[config.mk]
export PLATFORM = sky130hd
export DESIGN_NAME = websocket_frame_decoder
export DESIGN_NICKNAME = d
export VERILOG_FILES = /design/src/rtl/wsfd_pkg.sv /design/src/rtl/wsfd_in_stage.sv /design/src/rtl/wsfd_parser.sv /design/src/rtl/wsfd_out_stage.sv /design/src/rtl/websocket_frame_decoder.sv
export SDC_FILE = /design/constraint.sdc
export NUM_CORES = 1
export LEC_CHECK = 0
export BUFFER_PORTS_ARGS = -buffer_cell sky130_fd_sc_hd__buf_2
export CORE_UTILIZATION = 50
export CTS_CLUSTER_DIAMETER = 30
export DETAILED_ROUTE_END_ITERATION = 6
export PLACE_DENSITY = 0.72
export SKIP_LAST_GASP = 1
export SYNTH_ARGS = -nofsm -noshare
export SYNTH_HDL_FRONTEND = slang
export SYNTH_SLANG_ARGS = --single-unit
[constraint.sdc]
create_clock -name aclk -period 5.6 [get_ports aclk]
set_input_delay 0.56 -clock aclk [delete_from_list [all_inputs] [get_ports aclk]]
set_output_delay 0.56 -clock aclk [all_outputs]
set_load 0.01 [all_outputs]
[src/rtl/wsfd_pkg.sv]
`timescale 1ns / 1ps
// ----------------------------------------------------------------------------
// wsfd_pkg
// Types, opcodes and result codes shared by the WebSocket frame decoder.
// ----------------------------------------------------------------------------
package wsfd_pkg;

    // Field widths
    localparam int BYTE_W  = 8;
    localparam int LEN_W   = 64;
    localparam int REM_W   = 32;
    localparam int MAX_W   = 32;
    localparam int EXTC_W  = 4;

    // Reset value of the payload limit: 4 MiB
    localparam logic [MAX_W-1:0] MAX_LEN_RST = MAX_W'(4 * 1024 * 1024);

    // Frame opcodes
    localparam logic [3:0] OP_CONT  = 4'h0;
    localparam logic [3:0] OP_TEXT  = 4'h1;
    localparam logic [3:0] OP_BIN   = 4'h2;
    localparam logic [3:0] OP_CLOSE = 4'h8;
    localparam logic [3:0] OP_PING  = 4'h9;
    localparam logic [3:0] OP_PONG  = 4'hA;

    // Second header byte length codes
    localparam logic [6:0] LEN7_EXT16 = 7'd126;
    localparam logic [6:0] LEN7_EXT64 = 7'd127;
    localparam logic [EXTC_W-1:0] EXT16_BYTES = EXTC_W'(2);
    localparam logic [EXTC_W-1:0] EXT64_BYTES = EXTC_W'(8);
    localparam logic [REM_W-1:0]  PING_MAX_LEN = REM_W'(125);

    // Parser phase
    typedef enum logic [1:0] {
        PH_HDR0 = 2'd0,
        PH_HDR1 = 2'd1,
        PH_EXT  = 2'd2,
        PH_PAY  = 2'd3
    } phase_t;

    // Result kinds
    typedef enum logic [2:0] {
        KIND_MSG_BYTE   = 3'd0,
        KIND_PING_BYTE  = 3'd1,
        KIND_EMPTY_MSG  = 3'd2,
        KIND_EMPTY_PING = 3'd3,
        KIND_CLOSE      = 3'd4,
        KIND_ERROR      = 3'd5
    } kind_t;

    // Error codes
    typedef enum logic [2:0] {
        ERR_NONE      = 3'd0,
        ERR_MASKED    = 3'd1,
        ERR_ABSURD    = 3'd2,
        ERR_TOO_LARGE = 3'd3,
        ERR_BAD_PING  = 3'd4,
        ERR_STRAY     = 3'd5,
        ERR_UNKNOWN   = 3'd6,
        ERR_NESTED    = 3'd7
    } err_t;

    // One result item
    typedef struct packed {
        kind_t             kind;
        logic [BYTE_W-1:0] payload_byte;
        logic              last;
        logic [1:0]        message_type;
        err_t              error_code;
    } res_t;

    // Handshake between the stages
    typedef struct packed {
        logic step;   // input stage hands a byte to the parser this cycle
    } stage_ctl_t;

endpackage

[src/rtl/wsfd_in_stage.sv]
`timescale 1ns / 1ps
// ----------------------------------------------------------------------------
// wsfd_in_stage
// Input register for received bytes; releases one byte per parser step.
// ----------------------------------------------------------------------------
module wsfd_in_stage
    import wsfd_pkg::*;
(
    input  logic              aclk,
    input  logic              aresetn,
    input  logic              s_tvalid,
    output logic              s_tready,
    input  logic [BYTE_W-1:0] s_tdata,
    input  logic              room_i,
    output stage_ctl_t        ctl_o,
    output logic [BYTE_W-1:0] byte_o
);

    logic              in_valid_reg, in_valid_next;
    logic [BYTE_W-1:0] in_byte_reg,  in_byte_next;
    logic              step;

    // Byte moves on when the output side has room
    assign step     = in_valid_reg && room_i;
    assign s_tready = !in_valid_reg || step;

    always_comb begin
        in_valid_next = in_valid_reg;
        in_byte_next  = in_byte_reg;
        if (s_tvalid && s_tready) begin
            in_valid_next = 1'b1;
            in_byte_next  = s_tdata;
        end else if (step) begin
            in_valid_next = 1'b0;
        end
    end

    always_ff @(posedge aclk) begin
        if (!aresetn) begin
            in_valid_reg <= 1'b0;
        end else begin
            in_valid_reg <= in_valid_next;
        end
        in_byte_reg <= in_byte_next;
    end

    assign ctl_o.step = step;
    assign byte_o     = in_byte_reg;

endmodule

[src/rtl/wsfd_parser.sv]
`timescale 1ns / 1ps
// ----------------------------------------------------------------------------
// wsfd_parser
// Frame header state machine, header checks and payload byte tagging.
// ----------------------------------------------------------------------------
module wsfd_parser
    import wsfd_pkg::*;
(
    input  logic              aclk,
    input  logic              aresetn,
    input  stage_ctl_t        ctl_i,
    input  logic [BYTE_W-1:0] byte_i,
    input  logic [MAX_W-1:0]  max_len_i,
    output logic              res_valid_o,
    output res_t              res_o
);

    phase_t            phase_reg,     phase_next;
    logic              halted_reg,    halted_next;
    logic [3:0]        opcode_reg,    opcode_next;
    logic              final_reg,     final_next;
    logic [LEN_W-1:0]  acc_reg,       acc_next;
    logic [EXTC_W-1:0] ext_left_reg,  ext_left_next;
    logic [REM_W-1:0]  rem_reg,       rem_next;
    logic              in_frag_reg,   in_frag_next;
    logic [1:0]        first_mt_reg,  first_mt_next;

    logic             live;
    logic             is_ext_len;
    logic             hdr_end;
    logic [LEN_W-1:0] len_new;
    logic             len_zero;
    logic             too_large;
    logic             rem_last;

    err_t       hd_err;
    logic       hd_close;
    logic       hd_empty_ping;
    logic       hd_data_ok;
    logic [1:0] hd_mtype;
    logic       hd_fail;

    assign live       = ctl_i.step && !halted_reg;
    assign is_ext_len = (byte_i[6:0] == LEN7_EXT16) || (byte_i[6:0] == LEN7_EXT64);
    assign rem_last   = (rem_reg == REM_W'(1));

    // Length as it stands after this byte
    assign len_new = (phase_reg == PH_EXT) ? {acc_reg[LEN_W-BYTE_W-1:0], byte_i}
                                           : {{(LEN_W-7){1'b0}}, byte_i[6:0]};

    assign hdr_end = ((phase_reg == PH_HDR1) && !byte_i[7] && !is_ext_len) ||
                     ((phase_reg == PH_EXT) && (ext_left_reg == EXTC_W'(1)));

    assign len_zero  = (len_new == '0);
    assign too_large = (|len_new[LEN_W-1:REM_W]) || (len_new[REM_W-1:0] > max_len_i);

    // Header checks, in priority order
    always_comb begin
        hd_err        = ERR_NONE;
        hd_close      = 1'b0;
        hd_empty_ping = 1'b0;
        hd_data_ok    = 1'b0;
        hd_mtype      = first_mt_reg;
        if (len_new[LEN_W-1]) begin
            hd_err = ERR_ABSURD;
        end else if (too_large) begin
            hd_err = ERR_TOO_LARGE;
        end else begin
            case (opcode_reg)
                OP_CLOSE: begin
                    hd_close = 1'b1;
                end
                OP_PING: begin
                    if (!final_reg || (len_new[REM_W-1:0] > PING_MAX_LEN)) begin
                        hd_err = ERR_BAD_PING;
                    end else begin
                        hd_empty_ping = len_zero;
                    end
                end
                OP_PONG: begin
                    hd_err = ERR_NONE;
                end
                OP_CONT: begin
                    if (!in_frag_reg) begin
                        hd_err = ERR_STRAY;
                    end else begin
                        hd_data_ok = 1'b1;
                    end
                end
                OP_TEXT, OP_BIN: begin
                    if (in_frag_reg) begin
                        hd_err = ERR_NESTED;
                    end else begin
                        hd_data_ok = 1'b1;
                        hd_mtype   = opcode_reg[1:0];
                    end
                end
                default: begin
                    hd_err = ERR_UNKNOWN;
                end
            endcase
        end
    end

    assign hd_fail = (hd_err != ERR_NONE);

    // Next state
    always_comb begin
        phase_next    = phase_reg;
        halted_next   = halted_reg;
        opcode_next   = opcode_reg;
        final_next    = final_reg;
        acc_next      = acc_reg;
        ext_left_next = ext_left_reg;
        rem_next      = rem_reg;
        in_frag_next  = in_frag_reg;
        first_mt_next = first_mt_reg;
        if (live) begin
            case (phase_reg)
                PH_HDR0: begin
                    final_next  = byte_i[7];
                    opcode_next = byte_i[3:0];
                    phase_next  = PH_HDR1;
                end
                PH_HDR1: begin
                    if (byte_i[7]) begin
                        halted_next = 1'b1;
                        phase_next  = PH_HDR0;
                    end else if (is_ext_len) begin
                        acc_next      = '0;
                        ext_left_next = (byte_i[6:0] == LEN7_EXT16) ? EXT16_BYTES
                                                                    : EXT64_BYTES;
                        phase_next    = PH_EXT;
                    end else begin
                        acc_next = len_new;
                    end
                end
                PH_EXT: begin
                    acc_next      = len_new;
                    ext_left_next = ext_left_reg - EXTC_W'(1);
                end
                PH_PAY: begin
                    rem_next = rem_reg - REM_W'(1);
                    if (rem_last) begin
                        phase_next = PH_HDR0;
                    end
                end
                default: begin
                    phase_next = PH_HDR0;
                end
            endcase

            // Header complete: commit the frame or halt
            if (hdr_end) begin
                if (hd_fail || hd_close) begin
                    halted_next = 1'b1;
                    phase_next  = PH_HDR0;
                end else begin
                    rem_next   = len_new[REM_W-1:0];
                    phase_next = len_zero ? PH_HDR0 : PH_PAY;
                    if (hd_data_ok) begin
                        in_frag_next  = !final_reg;
                        first_mt_next = hd_mtype;
                    end
                end
            end
        end
    end

    // Result of this byte
    always_comb begin
        res_valid_o        = 1'b0;
        res_o.kind         = KIND_MSG_BYTE;
        res_o.payload_byte = '0;
        res_o.last         = 1'b0;
        res_o.message_type = 2'd0;
        res_o.error_code   = ERR_NONE;
        if (live) begin
            case (phase_reg)
                PH_HDR1, PH_EXT: begin
                    if ((phase_reg == PH_HDR1) && byte_i[7]) begin
                        res_valid_o      = 1'b1;
                        res_o.kind       = KIND_ERROR;
                        res_o.error_code = ERR_MASKED;
                    end else if (hdr_end) begin
                        if (hd_fail) begin
                            res_valid_o      = 1'b1;
                            res_o.kind       = KIND_ERROR;
                            res_o.error_code = hd_err;
                        end else if (hd_close) begin
                            res_valid_o = 1'b1;
                            res_o.kind  = KIND_CLOSE;
                        end else if (hd_empty_ping) begin
                            res_valid_o = 1'b1;
                            res_o.kind  = KIND_EMPTY_PING;
                            res_o.last  = 1'b1;
                        end else if (hd_data_ok && len_zero && final_reg) begin
                            res_valid_o        = 1'b1;
                            res_o.kind         = KIND_EMPTY_MSG;
                            res_o.last         = 1'b1;
                            res_o.message_type = hd_mtype;
                        end
                    end
                end
                PH_PAY: begin
                    if (opcode_reg == OP_PING) begin
                        res_valid_o        = 1'b1;
                        res_o.kind         = KIND_PING_BYTE;
                        res_o.payload_byte = byte_i;
                        res_o.last         = rem_last;
                    end else if (opcode_reg != OP_PONG) begin
                        res_valid_o        = 1'b1;
                        res_o.kind         = KIND_MSG_BYTE;
                        res_o.payload_byte = byte_i;
                        res_o.last         = rem_last && final_reg;
                        res_o.message_type = first_mt_reg;
                    end
                end
                default: begin
                    res_valid_o = 1'b0;
                end
            endcase
        end
    end

    always_ff @(posedge aclk) begin
        if (!aresetn) begin
            phase_reg    <= PH_HDR0;
            halted_reg   <= 1'b0;
            ext_left_reg <= '0;
            in_frag_reg  <= 1'b0;
            first_mt_reg <= 2'd0;
            final_reg    <= 1'b0;
            opcode_reg   <= OP_CONT;
        end else begin
            phase_reg    <= phase_next;
            halted_reg   <= halted_next;
            ext_left_reg <= ext_left_next;
            in_frag_reg  <= in_frag_next;
            first_mt_reg <= first_mt_next;
            final_reg    <= final_next;
            opcode_reg   <= opcode_next;
        end
        acc_reg <= acc_next;
        rem_reg <= rem_next;
    end

endmodule

[src/rtl/wsfd_out_stage.sv]
`timescale 1ns / 1ps
// ----------------------------------------------------------------------------
// wsfd_out_stage
// Result register driving the master-side stream.
// ----------------------------------------------------------------------------
module wsfd_out_stage
    import wsfd_pkg::*;
(
    input  logic        aclk,
    input  logic        aresetn,
    input  logic        step_i,
    input  logic        res_valid_i,
    input  res_t        res_i,
    output logic        room_o,
    output logic        m_tvalid,
    input  logic        m_tready,
    output logic [15:0] m_tdata,   // [7:0] payload_byte, [10:8] error_code, rest zero
    output logic        m_tlast,
    output logic [4:0]  m_tuser    // [2:0] kind, [4:3] message_type
);

    logic out_valid_reg, out_valid_next;
    res_t out_res_reg,   out_res_next;

    // Room when empty or when the held result leaves this cycle
    assign room_o = !out_valid_reg || m_tready;

    always_comb begin
        out_valid_next = out_valid_reg;
        out_res_next   = out_res_reg;
        if (step_i) begin
            out_valid_next = res_valid_i;
            out_res_next   = res_i;
        end else if (m_tready) begin
            out_valid_next = 1'b0;
        end
    end

    always_ff @(posedge aclk) begin
        if (!aresetn) begin
            out_valid_reg <= 1'b0;
        end else begin
            out_valid_reg <= out_valid_next;
        end
        out_res_reg <= out_res_next;
    end

    assign m_tvalid = out_valid_reg;
    assign m_tdata  = {5'd0, out_res_reg.error_code, out_res_reg.payload_byte};
    assign m_tlast  = out_res_reg.last;
    assign m_tuser  = {out_res_reg.message_type, out_res_reg.kind};

endmodule

[src/rtl/websocket_frame_decoder.sv]
`timescale 1ns / 1ps
// ----------------------------------------------------------------------------
// websocket_frame_decoder
// Server-to-client WebSocket frame parser, one byte per transaction.
// ----------------------------------------------------------------------------
// Usage:
//   s_ channel: one received byte per transaction in s_tdata[7:0].
//   m_ channel: zero or one result per input byte. tuser carries the kind and
//   message type, tdata the payload byte and error code, tlast marks the
//   final byte or end marker of a message or ping.
//   cfg channel: writes max_payload_len; always ready, write only when idle.
// Path: a byte passes the byte register, the parser logic and the result
//   register before its result is offered on the m_ channel.
// Throughput: one byte per cycle, sustained while m_tready stays high. The
//   header state machine updates once per byte, so bytes follow back to back.
// Reset: aresetn low clears the stages and the parser to expect a first
//   header byte; max_payload_len returns to 4 MiB.
// Stall: with m_tready low the result register holds; the byte register
//   still takes one further byte, then s_tready drops until room frees up.
// After a close event or any error the block swallows all bytes until reset.
// ----------------------------------------------------------------------------
module websocket_frame_decoder
    import wsfd_pkg::*;
(
    input  logic              aclk,
    input  logic              aresetn,
    input  logic              s_tvalid,
    output logic              s_tready,
    input  logic [BYTE_W-1:0] s_tdata,   // [7:0] rx_byte
    output logic              m_tvalid,
    input  logic              m_tready,
    output logic [15:0]       m_tdata,   // [7:0] payload_byte, [10:8] error_code
    output logic              m_tlast,   // last
    output logic [4:0]        m_tuser,   // [2:0] kind, [4:3] message_type
    input  logic              cfg_valid,
    output logic              cfg_ready,
    input  logic [MAX_W-1:0]  cfg_data   // max_payload_len
);

    logic [MAX_W-1:0]  max_len_reg, max_len_next;
    stage_ctl_t        ctl;
    logic [BYTE_W-1:0] in_byte;
    logic              room;
    logic              res_valid;
    res_t              res;

    // Payload limit register
    assign cfg_ready    = 1'b1;
    assign max_len_next = (cfg_valid && cfg_ready) ? cfg_data : max_len_reg;

    always_ff @(posedge aclk) begin
        if (!aresetn) begin
            max_len_reg <= MAX_LEN_RST;
        end else begin
            max_len_reg <= max_len_next;
        end
    end

    wsfd_in_stage u_in (
        .aclk     (aclk),
        .aresetn  (aresetn),
        .s_tvalid (s_tvalid),
        .s_tready (s_tready),
        .s_tdata  (s_tdata),
        .room_i   (room),
        .ctl_o    (ctl),
        .byte_o   (in_byte)
    );

    wsfd_parser u_parser (
        .aclk        (aclk),
        .aresetn     (aresetn),
        .ctl_i       (ctl),
        .byte_i      (in_byte),
        .max_len_i   (max_len_reg),
        .res_valid_o (res_valid),
        .res_o       (res)
    );

    wsfd_out_stage u_out (
        .aclk        (aclk),
        .aresetn     (aresetn),
        .step_i      (ctl.step),
        .res_valid_i (res_valid),
        .res_i       (res),
        .room_o      (room),
        .m_tvalid    (m_tvalid),
        .m_tready    (m_tready),
        .m_tdata     (m_tdata),
        .m_tlast     (m_tlast),
        .m_tuser     (m_tuser)
    );

endmodule

==> After elaboration in Yosys (flattened, before gate mapping) <==
Index checks and enable logic that the tools add are counted.
{ "totals": {"latch_bits": 0, "word_cells": 166, "output_inout_bits": 25, "ramBits": 0, "rom_bits": 0, "regBits": 162, "n_memories": 0, "in_bits": 45} }
{ "op_classes": {"muxes": 78, "n_mul": 0, "n_addsub": 2, "shift": 0, "n_reduce_logical": 43, "div": 0, "n_lt_le_gt_ge": 2, "eq_ne": 17, "bitwise_logic": 5} }
{ "op_table": {"columns": ["cell", "count"], "rows": [
  ["$mux W56", 2],
  ["$pmux W56 S2", 1],
  ["$mux W32", 3],
  ["$logic_not A64 Y1", 1],
  ["$mux W64", 1],
  ["$mux W3", 14],
  ["$eq A32 B1 Y1 const B", 1],
  ["$gt A32 B32 Y1", 1],
  ["$gt A32 B7 Y1 const B", 1],
  ["$reduce_or A32 Y1", 1],
  ["$sub A32 B1 Y32 const B", 1],
  ["$mux W1", 30],
  ["$mux W2", 14],
  ["$eq A7 B7 Y1 const B", 2],
  ["$eq A4 B4 Y1 const B", 3],
  ["$mux W12", 1],
  ["$mux W4", 3],
  ["$pmux W3 S2", 2],
  ["$pmux W3 S4", 1],
  ["$reduce_and A4 Y1", 3],
  ["$mux W11", 1],
  ["$logic_and A1 B1 Y1", 10],
  ["$eq A4 B1 Y1 const B", 2],
  ["$pmux W4 S2", 1],
  ["24 further kinds", 47]
]} }

==> Longest topological paths before layout <==
{ "depth": {"word_depth": 17, "ltp_mapped": 16, "mapped_depth_nobuf": 12} }

==> Hierarchy <==
Synthesis repeated with hierarchy kept, for this count alone.
{ "unflattened": {"hier_cells": 762, "hier_area_um2": 8538.2} }
{ "modules_own_cells": {"columns": ["mod", "cells_each", "instances", "seq_area_each_um2", "area_each_um2"], "rows": [
  ["wsfd_parser", 615, 1, 2942.8, 6386.1],
  ["websocket_frame_decoder", 105, 1, 640.6, 1252.5],
  ["wsfd_out_stage", 28, 1, 530.5, 594.3],
  ["wsfd_in_stage", 14, 1, 260.2, 305.3]
]} }

==> Least setup slack after synthesis <==
OpenSTA, ideal clock, no wires.
{ "synth_path": {"kind": "register to register", "startpoint": "register u_parser.phase_reg[0]", "endpoint": "register u_parser.acc_reg[0], enable pin", "setup_time_ns": 0.470, "slack_ns": 1.588, "t_arrival_ns": 3.542, "n_path_buf": 2, "t_required_ns": 5.130, "synth_period_minus_slack_ns": 4.012, "stages_incl_launch_ff": 7, "cell_sequence": "dfxtp_1 inv_1 ha_1 clkbuf_1 clkbuf_1 o21ai_0 nor2_1"} }
{ "synth_via": {"elab_chain_cells": 3, "elab_cells_between_ends": 5, "cone_classes": "eq/ne (3); reduce/logical (2)"} }
{ "synth_lines": {"columns": ["element", "line_no", "text"], "rows": [
  ["from (decl)", "wsfd_parser.sv:18", "phase_t phase_reg, phase_next;"],
  ["from (signal assigned)", "wsfd_parser.sv:236", "phase_reg <= phase_next;"],
  ["$eq A2 B1 Y1 or $eq A2 B2 Y1 (tied branches)", "wsfd_parser.sv:119", "case (phase_reg)"],
  ["$ne A2 B2 Y1 (no source line) or $reduce_bool A2 Y1 (tied branches)", null, null],
  ["$reduce_and A3 Y1 (no source line) (*)", null, null],
  ["to (signal assigned)", "wsfd_parser.sv:244", "acc_reg <= acc_next;"],
  ["to (decl)", "wsfd_parser.sv:22", "logic [LEN_W-1:0] acc_reg, acc_next;"]
]} }
Mark *: on every way between the ends. The rest lies on a longest branch, timed or not.
A chain may end at the register's enable or synchronous reset.

==> Final worst setup path <==
{ "layout_path": {"startpoint": "register u_parser.phase_reg[0]", "endpoint": "register u_parser.rem_reg[18], data pin"} }
{ "layout_via": {"elab_chain_cells": 12, "elab_cells_between_ends": 24, "cone_classes": "order compare (2); eq/ne (3); mux (10); reduce/logical (9)"} }
{ "layout_lines": {"columns": ["element", "line_no", "text"], "rows": [
  ["$eq A2 B2 Y1", "wsfd_parser.sv:48, wsfd_parser.sv:52", null],
  ["$mux W64", "wsfd_parser.sv:48", "assign len_new = (phase_reg == PH_EXT) ? {acc_reg[LEN_W-BYTE_W-1:0], byte_i}"],
  ["$gt A32 B7 Y1", "wsfd_parser.sv:74", "if (!final_reg || (len_new[REM_W-1:0] > PING_MAX_LEN)) begin"],
  ["$logic_or A1 B1 Y1", "wsfd_parser.sv:74", null],
  ["$mux W3", "wsfd_parser.sv:74", null],
  ["$pmux W3 S4", "wsfd_parser.sv:69", "case (opcode_reg)"],
  ["$mux W3", "wsfd_parser.sv:66", "end else if (too_large) begin"],
  ["$mux W3", "wsfd_parser.sv:64", "if (len_new[LEN_W-1]) begin"],
  ["$reduce_bool A3 Y1", "wsfd_parser.sv:105", "assign hd_fail = (hd_err != ERR_NONE);"],
  ["$logic_or A1 B1 Y1", "wsfd_parser.sv:155", "if (hd_fail || hd_close) begin"],
  ["$mux W32", "wsfd_parser.sv:155", null],
  ["$mux W32 (*)", "wsfd_parser.sv:154", "if (hdr_end) begin"],
  ["to (signal assigned)", "wsfd_parser.sv:245", "rem_reg <= rem_next;"],
  ["to (decl)", "wsfd_parser.sv:24", "logic [REM_W-1:0] rem_reg, rem_next;"]
]} }
Marks and branches as above.

==> results.txt <==
The run finished with clean final reports. Data on the critical path is required at its endpoint by 5.74 ns. The vertical extent of the die is 131 um. The number of flip-flops under the largest register name came out at 56. For this design the ratio of total power to cell area is 306 nW/um^2. The total number of vias came out at 5858. Sequential cells were found to cover 52.6% of the synthesized design area. The count of maximum capacitance violations is 0.

The effective utilization at floorplan is 51.8%. The arrival time reported for the critical path endpoint is 4.11 ns. The global routing usage summed across all routing layers came out at 22.4%. Routability-driven placement finished with a final weighted congestion of 0.929. Across all hold checks on the routed design, the worst slack comes to 0.307 ns. The final count of negative-setup-slack endpoints is 0.

The final-report max-slew violation count is 0. Yosys mapped a number of flops with a built-in enable equal to 113. In the final routing, the length of wire on met1 measures 8100 um. The critical-path maximum fanout is 63. Counting instances, the worst hold path has a depth of 1. The unique cell type count in the Yosys netlist is 59. The number of nets in the layout came out at 921. Setup repair after global routing left no endpoint under its margin.

The H-tree depth is 4. The total grt overflow is 0. The share of final-layout standard cells stronger than drive strength 1 is 13.5%. STA classifies the critical path endpoint as a register. The remaining antenna violation count after routing came out at 0.

The CTS sink count came out at 162. CTS placed an instance of sky130_fd_sc_hd__clkbuf_16 at the clock tree root. The cell leakage power came out at 3.59 nW.

The number of cells upsized or downsized after cts is 0. In the routed design, unresolved DRC markers number 0. The setup slack on the worst flop-to-flop path came out at 1.63 ns. Signal routing reaches up to met4. The sum of negative setup slack is 0 ns. Yosys printed 0 warnings. Among the stages of the critical path, the cell type that occurs most often is sky130_fd_sc_hd__a21oi_1. The flip-flop and latch count after synthesis came out at 162.

The total setup buffers inserted after CTS came out at 0. The worst register-to-register path has a depth of 13. The first global-routing pass estimated 28800 um of wire. The number of primary I/O pins is 70.

The number of diodes added for antenna fixing is 0. The highest attainable clock frequency came out at 252 MHz. Walking the worst path, the cells encountered are inv_1, ha_2, and2_1, ha_1, a21oi_1, a21oi_1, o31ai_1, a21boi_0, o31ai_4, nand3_2, buf_4, nor2_1, a21oi_1.

The final hold violation count is 0. The growth of design area from synthesis to finish is 13.1%. STA classifies the critical path startpoint as a register. The worst hold path belongs to the class input port to register.

No sink is reached through more buffers than the 2 on the longest clock path. The die covers 17100 um^2. The worst setup skew after layout is 0.00849 ns. The clock period minus final worst setup slack came out at 3.97 ns. The slew of the pin with the lowest slew margin is 0.947 ns. The count of fill cells added during filler insertion came out at 1365. The wire-length estimate of the detail-placed layout is 12400 um. The most used flip-flop cell after synthesis is sky130_fd_sc_hd__edfxtp_1. The biggest cell delay along the critical path is 0.54 ns. Using the TritonRoute via totals, the vias-per-cell ratio works out to 5.50. The critical path class is register to register.

The detail-routed net length per standard cell came out at 16.6 um. The average footprint of a synthesized cell is 10.6 um^2. The sum of met3 wire segment lengths after detailed routing is 614 um. The first routing iteration left 435 violations. After floorplanning, the core was divided into 46 placement rows. The synthesized netlist occupies a cell area of 8310 um^2. The post-route clock period utilization is 70.9%. The async set-reset flop share out of synthesis is 0%. The maximum ir drop on the vdd rail came out at 0.234 mV. The number of global-route vias before repair came out at 5632. The die boundary width is 131 um.

The initial antenna violation count is 0. The gate count of the mapped netlist is 787. The pin count of the biggest net entering global routing is 64. Counting the buffers created by CTS gives 17. The count of buffers inserted at the top-level ports is 63. The total wire length came out at 17700 um.

The met2 wire length is 8550 um. For this design, the slowest cell found on the critical path is sky130_fd_sc_hd__ha_2. The clock network latency to the later pin of the worst-skew pair is 0.43 ns. The tightest slew margin relative to the limit is 36.7%. The clock slew at the register clock pins of the worst setup and hold paths came out at 0.06 ns. The first-pass iteration count of the detailed router is 5. The area of the core is 16100 um^2. TritonCTS built the clock tree. The number of hold buffers added after cts came out at 0.
critical path, delay by kind of cell, from the launching register on:
| family | cells | cell delay, ns |
|---|---|---|
| fa+ha+maj | 2 | 0.83 |
| compound gates | 6 | 1.30 |
| simple gates | 3 | 0.71 |
| flops | 1 | 0.33 |
| buf+inv | 2 | 0.46 |
Yosys cell counts, types with 9 or more instances:
| cell type | number | area share (%) |
|---|---|---|
| sky130_fd_sc_hd__a211oi_1 | 9 | 0.81 |
| sky130_fd_sc_hd__ha_1 | 39 | 5.9 |
| sky130_fd_sc_hd__and3_1 | 10 | 0.75 |
| sky130_fd_sc_hd__a21oi_1 | 53 | 3.2 |
| sky130_fd_sc_hd__nor4_1 | 21 | 1.6 |
| sky130_fd_sc_hd__o21ai_0 | 14 | 0.84 |
| sky130_fd_sc_hd__edfxtp_1 | 113 | 41 |
| sky130_fd_sc_hd__clkbuf_1 | 30 | 1.4 |
| sky130_fd_sc_hd__inv_1 | 43 | 1.9 |
| sky130_fd_sc_hd__dfxtp_1 | 49 | 12 |
| sky130_fd_sc_hd__nor2_1 | 58 | 2.6 |
| sky130_fd_sc_hd__and2_1 | 56 | 4.2 |
| sky130_fd_sc_hd__nand3_1 | 25 | 1.5 |
| sky130_fd_sc_hd__mux2i_1 | 36 | 4.3 |
| sky130_fd_sc_hd__xor2_1 | 9 | 0.95 |
| sky130_fd_sc_hd__nand2_1 | 43 | 1.9 |
| sky130_fd_sc_hd__xnor2_1 | 22 | 2.3 |
| sky130_fd_sc_hd__nor2b_1 | 46 | 3.5 |
| sky130_fd_sc_hd__nand4_1 | 10 | 0.75 |
| sky130_fd_sc_hd__nor3_1 | 19 | 1.1 |
cell families (layout without fill, tap and decap cells):
family / count (synthesis) / in the layout / synth area share [%]
DFF: 162 / 162 / 52.6
other: 2 / 6 / 0.0903
buffers and inverters: 83 / 142 / 4.06
and+or+nand+nor: 319 / 319 / 21.0
adders and majority gates: 40 / 40 / 5.99
AOI/OAI and AO/OA: 113 / 113 / 8.49
xor gates and xnor gates: 31 / 31 / 3.27
muxes: 37 / 37 / 4.47
through the flow:
stage	setup WS, ns	utilization [%]	instances	power, mW	area [um^2]
after detailed placement	1.74	54.7	1034	1.68	8780
after CTS	1.71	58.5	1066	2.90	9400
final	1.63	58.5	1066	2.88	9400
after global routing	1.37	58.5	1066	2.98	9400
after global placement	1.75	54.7	1034	1.67	8780
after floorplan	1.59	-	791	1.59	8330
final cells by class:
class	instances	area, um^2	share of cell area [%]
clock inverter	10	158	1.68
inverter	44	165	1.76
multi-input combinational	546	3630	38.6
sequential	162	4370	46.5
timing repair buffer	66	338	3.59
tap	216	270	2.88
clock buffer	22	464	4.94
worst paths after layout:
path | from | end
min | s_tdata[6] | u_in.byte_o[6]
min reg2reg | u_parser.halted_reg | u_parser.halted_reg
max reg2reg | u_parser.phase_reg[0] | u_parser.rem_reg[18]
max | u_parser.phase_reg[0] | u_parser.rem_reg[18]
power by group:
group,switching (mW),internal [mW],leakage (nW)
sequential,0.0468,1.34,1.47
clock,0.454,0.767,0.298
combinational,0.162,0.110,1.82
layout by cell type, fill, tap and decap left out, drive strengths merged, types with 5 or more instances in the layout:
cell type,count
and3,10
a211oi,9
buf,66
nor2,59
nor2b,46
o21ai,15
nand3,25
inv,44
conb,6
nand3b,5
ha,39
nand4,10
nor3,20
and2,56
a21oi,54
mux2i,36
or4,6
clkbuf,22
a21boi,7
o211ai,5
a31oi,5
dfxtp,49
nor4,22
xor2,9
edfxtp,113
nand2,43
xnor2,22
routing by layer:
metal | vias up | global-route usage, %
met1 | 2774 | 28.7
met2 | 160 | 37.7
met4 | 0 | 8.72
met5 | - | 0
met3 | 30 | 3.83
li1 | 2894 | -
Note: power is estimated with default switching activity, not from simulation.
